[src/hdl/dpb_pkg.sv]
// ----------------------------------------------------------------------------
// Depth pixel back-projection package
// Shared widths, word types, register codes and the coordinate saturation.
// ----------------------------------------------------------------------------
`timescale 1ns / 1ps
`default_nettype none

package dpb_pkg;

  // Default image size
  localparam int unsigned ImageWidth  = 640;
  localparam int unsigned ImageHeight = 368;

  // Fixed field widths
  localparam int unsigned KW    = 32;  // inverse intrinsic coefficient, Q2.30
  localparam int unsigned DEPW  = 24;  // inverse depth, Q8.16
  localparam int unsigned PRODW = 43;  // coefficient times pixel index
  localparam int unsigned RAYW  = 44;  // ray component, Q.30
  localparam int unsigned MAGW  = 43;  // ray magnitude
  localparam int unsigned DIVW  = 45;  // rounded dividend and quotient
  localparam int unsigned CIW   = 3;   // register index width

  // Configuration register codes
  typedef enum logic [CIW-1:0] {
    CfgK00      = 3'd0,
    CfgK01      = 3'd1,
    CfgK02      = 3'd2,
    CfgK10      = 3'd3,
    CfgK11      = 3'd4,
    CfgK12      = 3'd5,
    CfgVarLimit = 3'd6
  } cfg_idx_e;

  typedef struct packed {
    logic        [9:0]  column;
    logic        [8:0]  row;
    logic        [23:0] inverse_depth;
    logic signed [23:0] depth_variance;
    logic signed [15:0] intensity;
  } in_word_t;

  typedef struct packed {
    logic signed [31:0] point_x;
    logic signed [31:0] point_y;
    logic signed [31:0] point_z;
    logic signed [15:0] point_intensity;
    logic               saturated;
  } out_word_t;

  typedef struct packed {
    logic [CIW-1:0] index;
    logic [31:0]    wdata;
  } cfg_word_t;

  // Flags that travel beside the divider
  typedef struct packed {
    logic               valid;
    logic               neg_x;
    logic               neg_y;
    logic               zero_x;
    logic               zero_y;
    logic               dzero;
    logic signed [15:0] intensity;
  } side_t;

  typedef struct packed {
    logic [31:0] value;
    logic        sat;
  } coord_t;

  // Turn an unsigned rounded quotient into a saturated signed Q16.16 value.
  function automatic coord_t sat_coord(input logic [DIVW-1:0] quo, input logic neg,
                                       input logic rzero, input logic dzero);
    coord_t res;
    res.sat = 1'b0;
    if (dzero) begin
      res.sat = 1'b1;
      if (rzero) begin
        res.value = 32'h0000_0000;
      end else if (neg) begin
        res.value = 32'h8000_0000;
      end else begin
        res.value = 32'h7FFF_FFFF;
      end
    end else if (neg) begin
      if (quo > DIVW'(33'h0_8000_0000)) begin
        res.value = 32'h8000_0000;
        res.sat   = 1'b1;
      end else begin
        res.value = 32'(~quo + DIVW'(1));
      end
    end else begin
      if (quo > DIVW'(32'h7FFF_FFFF)) begin
        res.value = 32'h7FFF_FFFF;
        res.sat   = 1'b1;
      end else begin
        res.value = quo[31:0];
      end
    end
    return res;
  endfunction

endpackage

`default_nettype wire

[src/hdl/dpb_ray.sv]
// ----------------------------------------------------------------------------
// Ray front end
// Filters pixels, forms the ray in three stages and prepares the dividends.
// ----------------------------------------------------------------------------
`timescale 1ns / 1ps
`default_nettype none

module dpb_ray #(
  parameter int unsigned IMAGE_WIDTH  = dpb_pkg::ImageWidth,
  parameter int unsigned IMAGE_HEIGHT = dpb_pkg::ImageHeight
) (
  input  wire logic                         clk_i,
  input  wire logic                         rst_ni,
  input  wire logic                         en_i,
  input  wire logic                         valid_i,
  input  wire dpb_pkg::in_word_t            pix_i,
  input  wire logic signed [dpb_pkg::KW-1:0] k_i [6],
  input  wire logic [22:0]                  var_limit_i,
  output dpb_pkg::side_t                    side_o,
  output logic [dpb_pkg::DIVW-1:0]          num_x_o,
  output logic [dpb_pkg::DIVW-1:0]          num_y_o,
  output logic [dpb_pkg::DIVW-1:0]          num_z_o,
  output logic [dpb_pkg::DEPW-1:0]          den_o
);
  import dpb_pkg::*;

  logic                    pass;
  logic                    v1_q, v2_q, v3_q;
  logic signed [PRODW-1:0] p00_q, p01_q, p10_q, p11_q;
  logic signed [RAYW-1:0]  rx2_q, ry2_q;
  logic [DEPW-1:0]         dep1_q, dep2_q, dep3_q;
  logic signed [15:0]      int1_q, int2_q, int3_q;
  logic [MAGW-1:0]         mag_x, mag_y;
  logic                    nx3_q, ny3_q, zx3_q, zy3_q, dz3_q;
  logic [DIVW-1:0]         nxd_q, nyd_q, nzd_q;

  // Pixel acceptance: inside the image, valid marks and variance in limit.
  always_comb begin
    pass = ({3'b000, pix_i.column} < 13'(IMAGE_WIDTH))
        && ({4'b0000, pix_i.row} < 13'(IMAGE_HEIGHT))
        && !pix_i.depth_variance[23] && !pix_i.intensity[15]
        && (pix_i.depth_variance[22:0] <= var_limit_i);
  end

  // Magnitudes of the summed ray components.
  assign mag_x = rx2_q[RAYW-1] ? MAGW'(-rx2_q) : MAGW'(rx2_q);
  assign mag_y = ry2_q[RAYW-1] ? MAGW'(-ry2_q) : MAGW'(ry2_q);

  always_ff @(posedge clk_i or negedge rst_ni) begin
    if (!rst_ni) begin
      v1_q <= 1'b0;
      v2_q <= 1'b0;
      v3_q <= 1'b0;
    end else if (en_i) begin
      v1_q <= valid_i & pass;
      v2_q <= v1_q;
      v3_q <= v2_q;
    end
  end

  always_ff @(posedge clk_i) begin
    if (en_i) begin
      // Stage 1: the four products, formed at full product width.
      p00_q  <= PRODW'(k_i[0]) * PRODW'($signed({1'b0, pix_i.column}));
      p01_q  <= PRODW'(k_i[1]) * PRODW'($signed({2'b00, pix_i.row}));
      p10_q  <= PRODW'(k_i[3]) * PRODW'($signed({1'b0, pix_i.column}));
      p11_q  <= PRODW'(k_i[4]) * PRODW'($signed({2'b00, pix_i.row}));
      dep1_q <= pix_i.inverse_depth;
      int1_q <= pix_i.intensity;
      // Stage 2: ray sums with the constant column.
      rx2_q  <= RAYW'(p00_q) + RAYW'(p01_q) + RAYW'(k_i[2]);
      ry2_q  <= RAYW'(p10_q) + RAYW'(p11_q) + RAYW'(k_i[5]);
      dep2_q <= dep1_q;
      int2_q <= int1_q;
      // Stage 3: rounded dividends, 4*|R| + d/2.
      nx3_q  <= rx2_q[RAYW-1];
      ny3_q  <= ry2_q[RAYW-1];
      zx3_q  <= (rx2_q == '0);
      zy3_q  <= (ry2_q == '0);
      dz3_q  <= (dep2_q == '0);
      nxd_q  <= {mag_x, 2'b00} + DIVW'(dep2_q[DEPW-1:1]);
      nyd_q  <= {mag_y, 2'b00} + DIVW'(dep2_q[DEPW-1:1]);
      nzd_q  <= DIVW'(33'h1_0000_0000) + DIVW'(dep2_q[DEPW-1:1]);
      dep3_q <= dep2_q;
      int3_q <= int2_q;
    end
  end

  always_comb begin
    side_o.valid     = v3_q;
    side_o.neg_x     = nx3_q;
    side_o.neg_y     = ny3_q;
    side_o.zero_x    = zx3_q;
    side_o.zero_y    = zy3_q;
    side_o.dzero     = dz3_q;
    side_o.intensity = int3_q;
  end

  assign num_x_o = nxd_q;
  assign num_y_o = nyd_q;
  assign num_z_o = nzd_q;
  assign den_o   = dep3_q;

endmodule

`default_nettype wire

[config.mk]
export PLATFORM = sky130hd
export DESIGN_NAME = dpb_ray
export DESIGN_NICKNAME = d
export VERILOG_FILES = /design/src/hdl/dpb_pkg.sv /design/src/hdl/dpb_ray.sv
export SDC_FILE = /design/constraint.sdc
export NUM_CORES = 2
export LEC_CHECK = 0
export ABC_AREA = 1
export BUFFER_PORTS_ARGS = -buffer_cell sky130_fd_sc_hd__buf_2
export CAP_MARGIN = 20
export CORE_ASPECT_RATIO = 1.25
export CORE_MARGIN = 1
export CORE_UTILIZATION = 40
export DETAILED_ROUTE_END_ITERATION = 10
export PLACE_DENSITY_LB_ADDON = 0.2
export SLEW_MARGIN = 0
export SYNTH_ARGS = -nofsm -noshare
export SYNTH_HDL_FRONTEND = slang
export SYNTH_SLANG_ARGS = --single-unit
[constraint.sdc]
create_clock -name clk_i -period 3.09 [get_ports clk_i]
set_input_delay 0.618 -clock clk_i [delete_from_list [all_inputs] [get_ports clk_i]]
set_output_delay 0.618 -clock clk_i [all_outputs]
set_load 0.01 [all_outputs]
==> out/metrics.csv <==
stage,metric,value,unit
yosys,synth_edf_count,469,
global_routing,antenna_found_initial,31,
floorplanning,core,182000,um^2
timing,finalHoldViolations,0,
timing,fin_crit_sh,157.8,%
detailed_routing,drt_first_pass_iters,6,
floorplanning,rows,175,
place,gp_congestion,0.9702,
worst_setup_path,end_kind,flip-flop,
global_routing,grt_pass1_wl,391100,um
clocking,path_clk_slew,60,ps
timing,fin_ws,-1787,ps
yosys,synth_simple_gate_area_share,17.69,%
floorplanning,die_x,385.0,um
global_routing,overflow,0,
cells_and_area,post_route_cells_drive_above_1_share,32.55,%
yosys,ys_types,57,
cells_and_area,utilization,55.85,%
global_routing,grt_max_degree,73,
place,placed_area,92690,um^2
cells_and_area,areaGrowthSynthToFinish,38.52,%
timing,rsz0062_at_grt,yes,
run_status,failed_checks,negative setup slack,
timing,holdWs,153.3,ps
floorplanning,start_util,40.31,%
cells_and_area,nFillCells,16550,
yosys,synth_top_family_by_area,adder cells,
yosys,synth_top_area_share,30.13,%
yosys,ys_async_sr_fraction,0.6356,%
detailed_routing,vias_per_cell,4.878,
clocking,clockBufferDepth,3,
clocking,cts_made_buffers,53,
yosys,synth_area,73360,um^2
clocking,clk_latency,650,ps
detailed_routing,met3_length,12840,um
timing,fin_tns_setup,-241230,ps
detailed_routing,ant_nets,0,
detailed_routing,wirelength,255700,um
yosys,syn_area_per_cell,8.130,um^2
clocking,cts_sinks,472,
detailed_routing,wl_met2,133400,um
yosys,synth_warnings,0,
yosys,synth-xor-area-share,4.465,%
detailed_routing,drt_iter0_drc,3452,
detailed_routing,wl_met1,99460,um
yosys,ys_seq_area_share,19.30,%
place,io_buffers,460,
detailed_routing,wire_per_inst,18.99,um
yosys,synth_fa_ha_area_share,38.91,%
floorplanning,io_pins,483,
timing,drv_slew,0,
timing,max_freq,205.1,MHz
cells_and_area,nets,12940,
cells_and_area,final_area,101600,um^2
worst_setup_path,arrival,5270,ps
worst_hold_path,hold_class,input pin to flip-flop,
worst_setup_path,critPathKind,input pin to flip-flop,
place,hpwl,213900,um
detailed_routing,num_vias,65700,
yosys,synth_common_cells,"nand2_1 (2208), inv_1 (2174), fa_1 (1104)",
detailed_routing,drcViolationCount,0,
global_routing,track_usage,27.61,%
flow_run,cap_violations,0,
timing,skew,34.96,ps
run_status,status,finished with violations,
yosys,ys.flop_type,edfxtp_1,
floorplanning,die-area,185100,um^2
timing,setup-violations-final,220,
worst_setup_path,cp-start-kind,input pin,
clocking,cts-htree-levels,2,
global_routing,grt_pass1_vias,69390,
detailed_routing,top_layer_used,met5,
worst_setup_path,required,3480,ps
timing,relSlewSlack,50.77,%
timing,finalCriticalPeriod,4877,ps
floorplanning,die_h,480.8,um
worst_setup_path,cp_max_fo,5,
yosys,synthCells,9023,
yosys,synth_mux_area_share,0.01535,%
clocking,cts_tree,done,
yosys,synth_compound_area_share,6.461,%
clocking,cts-root-buf,clkbuf_16,
yosys,yosys.area.top_type,fa_1,
timing,worst_pin_slew,732.1,ps
yosys,synth.area.top_cells,"fa_1 (30%), edfxtp_1 (19%), nand2_1 (11%)",
yosys,yosysMostFrequentCell,nand2_1,
yosys,ys_ff_latch,472,
registers in the layout, indices dropped and copies added (netlist names), 42 cells and up:
name / flops
num_x_o: 43
num_y_o: 43
p00_q: 43
p01_q: 42
p10_q: 43
p11_q: 42
rx2_q: 44
ry2_q: 44
placed cells by master, fill, tap and decap left out, types with 26 or more instances in the layout:
cell / n
nand2_4: 91
nand2_2: 209
a21o_1: 43
fa_2: 61
o21ai_1: 45
inv_1: 2004
o21ai_2: 43
nor2_4: 87
a31oi_1: 39
nand3_2: 26
nor2_2: 100
buf_2: 441
nor3_1: 27
a21oi_1: 233
o21bai_1: 30
edfxtp_1: 469
nand2_1: 1941
o21ai_0: 151
buf_16: 37
buf_12: 84
buf_4: 1579
nor2_1: 380
fa_1: 1043
buf_6: 89
xnor2_1: 125
inv_2: 176
xor2_1: 194
a21oi_4: 50
nand4_1: 71
ha_1: 363
a21oi_2: 97
ha_4: 149
clkbuf_16: 54
nand3_1: 192
logic make-up after synthesis:
group / after synthesis
AOI/OAI and AO/OA: 845
xor gates and xnor gates: 371
adders and majority gates: 1619
buffers and inverters: 2509
DFF: 472
muxes: 1
other: 2
and+or+nand+nor: 3204
timing repair:
item	in CTS	in global routing
setup buffers	157	33
cloned	34	1
gates resized for setup	1042	250
hold buffers	1	0
endpoints found under the hold margin	3	0
setup endpoints to repair	222	257
pin swaps	432	211
worst paths after layout:
path	start	end	slack (ps)	cells past startpoint
max	pix_i[80]	p00_q[22]	-1790	23
min	pix_i[41]	dep1_q[1]	150	1
max reg2reg	ry2_q[1]	num_y_o[42]	-440	20
min reg2reg	int1_q[9]	int2_q[9]	420	0
max in group asynchronous	rst_ni	v3_q	2660	2
min in group asynchronous	rst_ni	v1_q	320	2
area by class of cell:
class                      instances  area, um^2  area share, %
clock inverter                    41       395.4         0.3891
antenna                           15       37.54        0.03694
sequential                       472       14160          13.93
inverter                        2183        8197          8.066
timing repair buffer            2249       18060          17.78
tap                             2389        2989          2.942
clock buffer                      59        1349          1.327
multi-input combinational       6062       56420          55.53
through the flow:
stage,instances,setup slack [ps]
2_1_floorplan,9043,-2170
3_3_place_gp,13170,-2861
3_5_place_dp,13170,-2905
4_1_cts,13430,-1746
5_1_grt,13460,-1889
6_report,13470,-1787
metal layers:
| layer | up-vias | global-route usage [%] |
|---|---|---|
| met2 | 1713 | 50.94 |
| met4 | 20 | 9.430 |
| li1 | 31270 | - |
| met1 | 32240 | 33.35 |
| met3 | 460 | 2.391 |
| met5 | - | 0 |
worst max-delay path, cell delays in order:
cell and delay [ps]:
buf_12 120, buf_12 160, buf_12 140, buf_16 130, nand2_2 50, fa_1 490
inv_2 40, fa_2 560, fa_1 430, fa_1 520, inv_2 50, fa_1 490
inv_2 60, ha_4 240, nand2_4 120, nor2_4 50, nor2_4 180, a21boi_4 220
o21ai_2 80, buf_4 140, buf_6 120, xor2_4 150, buf_6 110
Power is not shown: default switching activity piles up to over one toggle a cycle in this logic, so the estimate is an artifact.
